===== config.mk =====
export PLATFORM = sky130hd
export DESIGN_NAME = sync_length_packet_deframer
export DESIGN_NICKNAME = d
export VERILOG_FILES = /design/src/hw/rtl/sld_pkg.sv /design/src/hw/rtl/sync_length_packet_deframer.sv
export SDC_FILE = /design/constraint.sdc
export NUM_CORES = 1
export LEC_CHECK = 0
export BUFFER_PORTS_ARGS = -buffer_cell sky130_fd_sc_hd__buf_2
export CAP_MARGIN = 20
export CORE_MARGIN = 5
export CORE_UTILIZATION = 25
export CTS_CLUSTER_SIZE = 8
export DETAILED_ROUTE_END_ITERATION = 8
export HOLD_SLACK_MARGIN = 0.06
export PLACE_DENSITY = 0.51
export SLEW_MARGIN = 20
export SYNTH_ARGS = -nofsm -noshare
export SYNTH_HDL_FRONTEND = slang
export SYNTH_SLANG_ARGS = --single-unit

===== constraint.sdc =====
create_clock -name clk -period 1.5 [get_ports clk]
set_clock_uncertainty 0.05 [all_clocks]
set_input_delay 0.375 -clock clk [delete_from_list [all_inputs] [get_ports clk]]
set_output_delay 0.375 -clock clk [all_outputs]
set_load 0.01 [all_outputs]

===== src/hw/rtl/sld_pkg.sv =====
`timescale 1ns / 1ps
// sld_pkg: types and constants for the sync/length packet deframer
// no dependencies

package sld_pkg;

	typedef enum logic [1:0] {
		PH_HUNT      = 2'd0,
		PH_GOT_FIRST = 2'd1,
		PH_LENGTH    = 2'd2,
		PH_PAYLOAD   = 2'd3
	} phase_t;

	typedef enum logic {
		KIND_START   = 1'b0,
		KIND_PAYLOAD = 1'b1
	} kind_t;

	typedef enum logic {
		REG_SYNC_FIRST  = 1'b0,
		REG_SYNC_SECOND = 1'b1
	} reg_idx_t;

	localparam logic [7:0] SYNC_FIRST_RST  = 8'h21;
	localparam logic [7:0] SYNC_SECOND_RST = 8'h22;

endpackage


===== src/hw/rtl/sync_length_packet_deframer.sv =====
`timescale 1ns / 1ps
// sync_length_packet_deframer: byte-wide sync-word hunt, length capture and payload framing
// depends on sld_pkg

// Takes one byte per clock while the input is not stalled. Each byte is
// held in an input register; the phase machine then decides whether it
// yields a result, which is held in an output register, so each result
// passes through the input register and then the output register. A byte
// that yields no result is dropped without waiting for the output side. The
// input stalls only while the output register holds an untaken result and
// the input register holds a byte that yields a result. Sync bytes are
// programmable through the config port (index 0 first, index 1 second);
// config writes are always ready and should be made while idle.
module sync_length_packet_deframer (
	input  logic       clk,
	input  logic       arst_n,
	input  logic       src_valid,
	output logic       src_stall,
	input  logic [7:0] in_byte,
	output logic       res_valid,
	input  logic       res_stall,
	output logic       kind,
	output logic [7:0] value,
	output logic       last,
	input  logic       cfg_valid,
	output logic       cfg_ready,
	input  logic       cfg_index,
	input  logic [7:0] cfg_data
);
	import sld_pkg::*;

	logic [7:0] sync_first_q;
	logic [7:0] sync_second_q;
	phase_t     phase_q;
	phase_t     phase_d;
	logic [7:0] remaining_q;
	logic [7:0] remaining_d;

	logic       valid_s1;
	logic [7:0] byte_s1;

	logic       emit;
	logic       res_kind;
	logic       res_last;
	logic       advance;
	logic       out_free;

	assign cfg_ready = 1'b1;

	// config registers
	always_ff @(posedge clk or negedge arst_n) begin
		if (!arst_n) begin
			sync_first_q  <= SYNC_FIRST_RST;
			sync_second_q <= SYNC_SECOND_RST;
		end else if (cfg_valid && cfg_ready) begin
			case (reg_idx_t'(cfg_index))
				REG_SYNC_FIRST:  sync_first_q  <= cfg_data;
				REG_SYNC_SECOND: sync_second_q <= cfg_data;
				default:         ;
			endcase
		end
	end

	assign out_free  = !res_valid || !res_stall;
	assign advance   = valid_s1 && (!emit || out_free);
	assign src_stall = valid_s1 && !advance;

	// input register
	always_ff @(posedge clk or negedge arst_n) begin
		if (!arst_n) begin
			valid_s1 <= 1'b0;
		end else if (!src_stall) begin
			valid_s1 <= src_valid;
		end
	end

	always_ff @(posedge clk) begin
		if (src_valid && !src_stall) begin
			byte_s1 <= in_byte;
		end
	end

	// next state
	always_comb begin
		phase_d     = phase_q;
		remaining_d = remaining_q;
		case (phase_q)
			PH_HUNT: begin
				phase_d = (byte_s1 == sync_first_q) ? PH_GOT_FIRST : PH_HUNT;
			end
			PH_GOT_FIRST: begin
				if (byte_s1 == sync_second_q) begin
					phase_d = PH_LENGTH;
				end else if (byte_s1 == sync_first_q) begin
					phase_d = PH_GOT_FIRST;
				end else begin
					phase_d = PH_HUNT;
				end
			end
			PH_LENGTH: begin
				remaining_d = byte_s1;
				phase_d     = (byte_s1 == 8'd0) ? PH_HUNT : PH_PAYLOAD;
			end
			PH_PAYLOAD: begin
				if (remaining_q <= 8'd1) begin
					remaining_d = 8'd0;
					phase_d     = PH_HUNT;
				end else begin
					remaining_d = remaining_q - 8'd1;
				end
			end
			default: begin
				phase_d = PH_HUNT;
			end
		endcase
	end

	// outputs
	always_comb begin
		emit     = 1'b0;
		res_kind = KIND_START;
		res_last = 1'b0;
		case (phase_q)
			PH_HUNT, PH_GOT_FIRST: begin
				emit = 1'b0;
			end
			PH_LENGTH: begin
				emit     = 1'b1;
				res_kind = KIND_START;
				res_last = (byte_s1 == 8'd0);
			end
			PH_PAYLOAD: begin
				emit     = 1'b1;
				res_kind = KIND_PAYLOAD;
				res_last = (remaining_q <= 8'd1);
			end
			default: begin
				emit = 1'b0;
			end
		endcase
	end

	always_ff @(posedge clk or negedge arst_n) begin
		if (!arst_n) begin
			phase_q     <= PH_HUNT;
			remaining_q <= 8'd0;
		end else if (advance) begin
			phase_q     <= phase_d;
			remaining_q <= remaining_d;
		end
	end

	// result register
	always_ff @(posedge clk or negedge arst_n) begin
		if (!arst_n) begin
			res_valid <= 1'b0;
		end else if (out_free) begin
			res_valid <= advance && emit;
		end
	end

	always_ff @(posedge clk) begin
		if (out_free && advance && emit) begin
			kind  <= res_kind;
			value <= byte_s1;
			last  <= res_last;
		end
	end

endmodule


### Word level (Yosys, flattened, before mapping)

Index checks and enable logic that the tools add are counted.
Widths: inputs -> output; s select.

* equal/unequal tests: 6
* reductions and logical operators: 22
* mux-type cells: 10
* magnitude comparators: 1
* add/subtract/negate cells: 1
* bitwise gates (word level): 1

Operators by type and width (number)
* $eq 8x8->1: 2
* $pmux 8 s2: 1
* $le 8x1->1 const B: 1
* $logic_not 8->1: 1
* $mux 8: 1
* $pmux 2 s4: 1
* $reduce_and 2->1: 4
* $sub 8x1->8 const B: 1
* $logic_and 1x1->1: 6
* $mux 2: 3
* $logic_not 1->1: 5
* $eq 2x2->1 const B: 2
* $pmux 1 s2: 2
* $reduce_or 2->1: 2
* $eq 2x1->1 const B: 1
* $logic_not 2->1: 1
* $logic_or 1x1->1: 2
* $mux 1: 2
* $ne 2x2->1 const B: 1
* $reduce_bool 2->1: 1
* $not 1->1: 1

* bits in registers: 46
* output and inout port bits: 13
* logic and storage cells: 51
* input port bits: 22

### Logic depth before layout (Yosys ltp)

Gate-level depths: netlist of run 1.

* depth in word-level cells: 10
* gate-level depth with buffers: 6
* mapped depth without buffers: 6

### Worst setup path after synthesis of run 1

Ideal clock, no wire load.

* path kind: reg-to-reg
* start: register remaining_q[0]
* end: register remaining_q[4]
* period minus slack after synthesis: 1.597 ns
* path buffers: 0
* cell stages (with the launch flop): 7
* arrival: 1.465 ns
* slack: -0.097 ns
* path through: dfrtp_1 inv_1 ha_1 or2_1 a31oi_1 a22oi_1 o22ai_1

* word-level cells in the longest chain between the ends: 3

Ends and longest elaborated chain
* start: declaration: line sync_length_packet_deframer.sv:36 `logic [7:0] remaining_q;`
* start signal: assignment: line sync_length_packet_deframer.sv:149 `remaining_q <= remaining_d;`
* $sub 8x1->8 / $le 8x1->1 (equally long branches): line sync_length_packet_deframer.sv:109, sync_length_packet_deframer.sv:105
* $mux 8 *: line sync_length_packet_deframer.sv:105 `if (remaining_q <= 8'd1) begin`
* $pmux 8 s2 *: line sync_length_packet_deframer.sv:87 `case (phase_q)`

Every way passes the cells marked *; elsewhere a longest branch is shown, timed or not.
A chain may end at the register's enable or synchronous reset.

### Worst setup path after layout of run 1

* start: register remaining_q[0]
* end: register remaining_q[6]

The elaborated chain is that of the path after synthesis.

==> out/qor.csv, run 1 <==
metric;value;unit
Worst-path clk slew;0.08;ns
area of the multi-input gates;966;um2
register share of total power;36.8;%
Synth area leaders;dfrtp_1, edfxtp_1, mux2_2;
Worst Setup End Kind;flop;
Max Cap Viol;0;
hpwl dp;3.81;mm
max-slew violation count;0;
synthesis-to-layout area growth;41.1;%
Final Wtd Congestion;0.821;
top-area cell type share of the netlist area;28.2;%
Pleak;1.26;nW
CTS max path bufs;2;
status;finished, violations left;
fillers;828;
initial antenna violation count;0;
fin nets;269;
WP data arrival;1.80;ns
pre-CTS setup slack;-0.140;ns
antenna-violating nets left;0;
vias in the first global route;1642;
Row Count;33;
HP Class;in2reg;
Worst Reg-to-Reg Cells;6;
io pins;35;
most common cell in the netlist;dfrtp_1;
Initial Util;25.8;%
CTS tree;yes;
synthesized cell area;2130;um2
FF/Latch Area;1250;um2
# DRC;0;
Net Sw Frac;34.4;%
Post-synth top cells;dfrtp_1, edfxtp_1, mux2_2, xor2_1;
Gate power share;44.0;%
WS Path Type;reg2reg;
sequential-to-total area share from yosys stat;58.6;%
vias per inst;4.56;
Max Clock Freq;619;MHz
initial DRC count;44;
drt wl/cell;14.7;um
Clock Latency Late Sink;0.30;ns
failing checks;setup timing;
Via Count;1599;
first-pass GRT wire length;8.28;mm
post-layout util;36.3;%
Synth Flop Type;dfrtp_1;
IO Port Bufs;33;
PwrDens;1670;nW/um2
placed instance count;335;
die width;102;um
DRT Wirelength;5.15;mm
Final min period;1.62;ns
WHS Path Cells;1;
Synth area leader;dfrtp_1;
Cell variety after synth;45;
Synthesis Warnings;0;
CP Max Fanout;4;
layout cells sized above 1;53.7;%
switching power;1.73;mW
Internal;3.29;mW
EDFF count, synth;18;
Tot Pwr;5.02;mW
ANT cells;0;
Mapped Nets;191;
Tot GR Track Use;10.4;%
CTS Sinks;46;
htree depth;2;
largest net degree at the start of global routing;29;
CP startpoint kind;flop;
# setup viols final;10;
Root Driver;clkbuf_8;
Period Utilization, post-route;108;%
Worst IR Drop VDD;520;uV
Mapped Avg Cell Area;12.7;um2
CTS buffer count;5;
Gate Count Post-Synth;167;
unrepaired setup endpoints after global routing;true;
Remaining Overflow, GRT;0;
Hold Slack;0.203;ns
Die ar.;10500;um2
part of the power in the clock network;19.2;%
Req. time, crit path;1.68;ns
FFs w/ async S/R, synth;60.9;%
die height;102;um
#FFs+latches synth;46;
Final Hold Viols;0;
non-filler cells, final;351;
post-route worst setup slack;-0.116;ns
core area;8260;um2
First-pass DRT Iterations;4;
-- sequential cells by signal, indices dropped and copies added, names as in the netlist --
name,flops
byte_s1,8
kind,1
last,1
phase_q,2
remaining_q,8
res_valid,1
sync_first_q,8
sync_second_q,8
valid_s1,1
value,8
-- routing by layer --
| layer | global-route usage, % | up-vias | part of all wire [%] |
|---|---|---|---|
| li1 | - | 763 | - |
| met1 | 13.0 | 784 | 43 |
| met2 | 17.6 | 40 | 49 |
| met3 | 2.39 | 12 | 5.0 |
| met4 | 3.94 | 0 | 2.3 |
| met5 | 0 | - | 0 |
-- per-stage QoR --
step	area, um2	TNS, ns
finish	3000	-0.437
global route	3000	-1.16
CTS	2930	-0.427
detailed placement	2700	-0.807
global placement	2700	-0.604
floorplan	2150	-0.0849
-- cells in the final DEF (no fill, tap or decap), types with 5 or more instances in the layout --
cell      instances
nand2_1           7
nor2_1            8
buf_4            41
clkbuf_8          6
dfrtp_1          23
xor2_1            9
mux2_2           16
edfxtp_1         18
inv_1             5
xnor2_1           7
buf_2            32
-- final timing paths --
check,startpoint,to,slack [ns]
min in group asynchronous,arst_n,remaining_q[7],0.55
max reg2reg,remaining_q[0],remaining_q[6],-0.12
max,remaining_q[0],remaining_q[6],-0.12
min,in_byte[5],byte_s1[5],0.20
min reg2reg,sync_second_q[3],sync_second_q[3],0.48
max in group asynchronous,arst_n,sync_first_q[0],0.52
-- power by group through the flow --
stage               registers [mW]  logic, mW  clock network (mW)
global route                  1.89       2.42                1.03
CTS                           1.85       2.12               0.989
global placement              1.87       1.85                   0
floorplan                     1.92       1.04                   0
detailed placement            1.88       1.86                   0
finish                        1.85       2.21               0.962
-- final cells by class --
type / instances / share of cell area [%]
clock buffer: 7 / 2.88
clock inverter: 1 / 1.00
inverter: 8 / 1.00
multi-input combinational: 108 / 32.2
sequential: 46 / 41.6
tap: 105 / 4.38
timing repair buffer: 76 / 17.0
-- cell families (layout without fill, tap and decap cells) --
kind of cell / count (synthesis) / count (layout) / share of synthesized area (%)
other cells: 1 / 1 / 0.176
fa+ha+maj: 2 / 2 / 1.18
buf+inv: 13 / 92 / 2.53
compound gates: 28 / 28 / 9.47
xor+xnor: 16 / 16 / 6.59
flops: 46 / 46 / 58.6
mux: 16 / 16 / 8.47
simple gates: 45 / 45 / 13.0
-- worst max-delay path: stages (launching register included) --
cell,delay (ns)
dfrtp_1,0.41
inv_2,0.09
ha_4,0.14
or3b_4,0.41
nor4_2,0.17
a32oi_1,0.14
o2bb2ai_1,0.14
-- repair_timing --
action	CTS	global route
endpoints found under the hold margin	24	0
hold buffers	1	0
pin swaps	9	5
endpoints found under the setup margin	12	12
gates cloned	0	0
resized for setup	14	10
setup buffers	5	2
Power figures use the tool's default switching activity.
==> inputs of run 2 (changes only) <==
REMOVE_ABC_BUFFERS = 1   (was not set)
==> run 2 against run 1 <==
The flow still finishes with violations (setup timing); register-to-register slack about the same; non-clock buffer count is 2 higher; critical endpoint unchanged; global-route usage grew 0.060 points; utilization increased by 1.3 points.
==> out/qor.csv, run 2 (synthesis results as in run 1) <==
metric;value;unit;change
CP cell instances;inv_2, ha_4, or3b_4, nor4_4, a32oi_1, o2bb2ai_1;;was inv_2, ha_4, or3b_4, nor4_2, a32oi_1, o2bb2ai_1
htree depth;2;;unchanged
Tot GR Track Use;10.5;%;was 10.4%
drt wl/cell;14.7;um;about the same
Period Utilization, post-route;107;%;was 108%
Final Cell Area;3110;um2;was 3000 um2
Initial Util;25.8;%;unchanged
Tot Pwr;5.22;mW;was 5.02 mW
setup TNS;-0.579;ns;was -0.437 ns
fillers;823;;was 828
placed instance count;331;;was 335
Row Count;33;;unchanged
Final Hold Viols;0;;unchanged
status;finished, violations left;;unchanged
WS Path Type;reg2reg;;unchanged
# setup viols final;10;;unchanged
Die ar.;10500;um2;unchanged
Clock Latency Late Sink;0.30;ns;about the same
pre-CTS setup slack;-0.176;ns;was -0.140 ns
CP peak stage delay;0.42;ns;was 0.41 ns
Post-DP Area;2680;um2;was 2700 um2
CTS buffer count;5;;unchanged
vias per inst;4.54;;was 4.56
first-pass GRT wire length;8.40;mm;was 8.28 mm
Worst-path clk slew;0.08;ns;about the same
largest net degree at the start of global routing;17;;was 29
Root Driver;clkbuf_8;;unchanged
DRT Wirelength;5.19;mm;was 5.15 mm
hpwl dp;3.84;mm;was 3.81 mm
Pleak;1.29;nW;was 1.26 nW
io pins;35;;unchanged
worst hold endpoint;byte_s1[5];;unchanged
Max Cap Viol;0;;unchanged
unrepaired setup endpoints after global routing;true;;unchanged
Slowest cell on crit path;dfrtp_1;;unchanged
WP data arrival;1.78;ns;was 1.80 ns
initial antenna violation count;0;;unchanged
Remaining Overflow, GRT;0;;unchanged
r2r setup slk;-0.11;ns;was -0.12 ns
commonest non-fill, non-tap cell in the layout;buf_4;;unchanged
synthesis-to-layout area growth;46.1;%;was 41.1%
die width;102;um;unchanged
Worst Reg-to-Reg Cells;6;;unchanged
layout cells sized above 1;56.9;%;was 53.7%
ANT cells;0;;unchanged
max-slew violation count;0;;unchanged
Req. time, crit path;1.67;ns;was 1.68 ns
Worst Setup End Kind;flop;;unchanged
Max Clock Freq;621;MHz;was 619 MHz
vias in the first global route;1625;;was 1642
Final Wtd Congestion;0.812;;was 0.821
# DRC;0;;unchanged
CTS max path bufs;2;;unchanged
non-filler cells, final;353;;was 351
fin nets;271;;was 269
Buf/Inv on CP;1;;unchanged
CTS Sinks;46;;unchanged
Via Count;1601;;was 1599
reg-to-reg startpoint;remaining_q[0];;unchanged
First-pass DRT Iterations;4;;unchanged
Worst Hold Launch;in_byte[5];;unchanged
reg-to-reg endpoint;remaining_q[6];;unchanged
die height;102;um;unchanged
post-route worst setup slack;-0.110;ns;was -0.116 ns
CP startpoint kind;flop;;unchanged
IO Port Bufs;33;;unchanged
most frequent cells in the layout;buf_4, buf_2, dfrtp_1;;unchanged
HP Class;in2reg;;unchanged
PwrDens;1680;nW/um2;was 1670 nW/um2
initial DRC count;30;;was 44
core area;8260;um2;unchanged
Final min period;1.61;ns;was 1.62 ns
CP Max Fanout;4;;unchanged
CP top delay family;simple AND/OR/NAND/NOR gates;;unchanged
Worst IR Drop VDD;660;uV;was 520 uV
WHS Path Cells;1;;unchanged
CTS tree;yes;;unchanged
antenna-violating nets left;0;;unchanged
failing checks;setup timing;;unchanged
==> run 2: changes by cell type in the layout (fill, tap and decap cells not counted), moves of 3 or more <==
cell	delta
buf_12	+3
buf_4	-8
buf_6	+7
nor2_1	-3
nor2_2	+3
==> run 2: what timing repair did <==
| action | 4_1_cts | 5_1_grt |
|---|---|---|
| setup buffers | 7 | 5 |
| pin swaps | 13 | 9 |
| endpoints found under the setup margin | 12 | 12 |
| hold buffers | 1 | 0 |
| resized for setup | 25 | 22 |
| endpoints found under the hold margin | 12 | 0 |
| cloned | 0 | 1 |
==> run 2: worst max path at each step <==
stage,slack (ns),cells past startpoint,startpoint,end
after floorplan,-0.11,5,res_valid,remaining_q[5]
after global placement,-0.12,6,remaining_q[1],remaining_q[6]
after detailed placement,-0.18,6,remaining_q[1],remaining_q[6]
after CTS,-0.09,6,remaining_q[1],remaining_q[1]
after global routing,-0.21,6,remaining_q[1],remaining_q[6]
final,-0.11,6,remaining_q[0],remaining_q[6]
==> run 2: layer usage <==
metal / vias to the layer above / GRT usage, % / routed length, um / part of all wire (%)
met5: - / 0 / 0 / 0
met4: 0 / 3.33 / 82 / 1.6
met3: 8 / 2.73 / 275 / 5.3
met2: 37 / 16.7 / 2460 / 47
met1: 784 / 13.9 / 2370 / 46
li1: 772 / - / - / -
==> run 2: cell type report <==
type,count,area [um2],share of cell area (%)
Multi-Input combinational cell,108,997,32.1
Sequential cell,46,1250,40.1
Inverter,8,32.5,1.05
Tap cell,105,131,4.23
Timing Repair Buffer,78,608,19.6
Clock buffer,7,86.3,2.78
Clock inverter,1,5.00,0.161
==> run 2: stage by stage <==
stage / utilization (%) / hold WS (ns)
floorplan: - / 0.0294
detailed placement: 32.5 / 0.261
global route: 37.6 / 0.175
finish: 37.6 / 0.199
CTS: 35.6 / 0.189
global placement: 32.5 / 0.262
==> run 2: report_power, final <==
group / internal, mW / switching [mW]
clock: 0.372 / 0.417
combinational: 1.34 / 1.22
sequential: 1.64 / 0.221
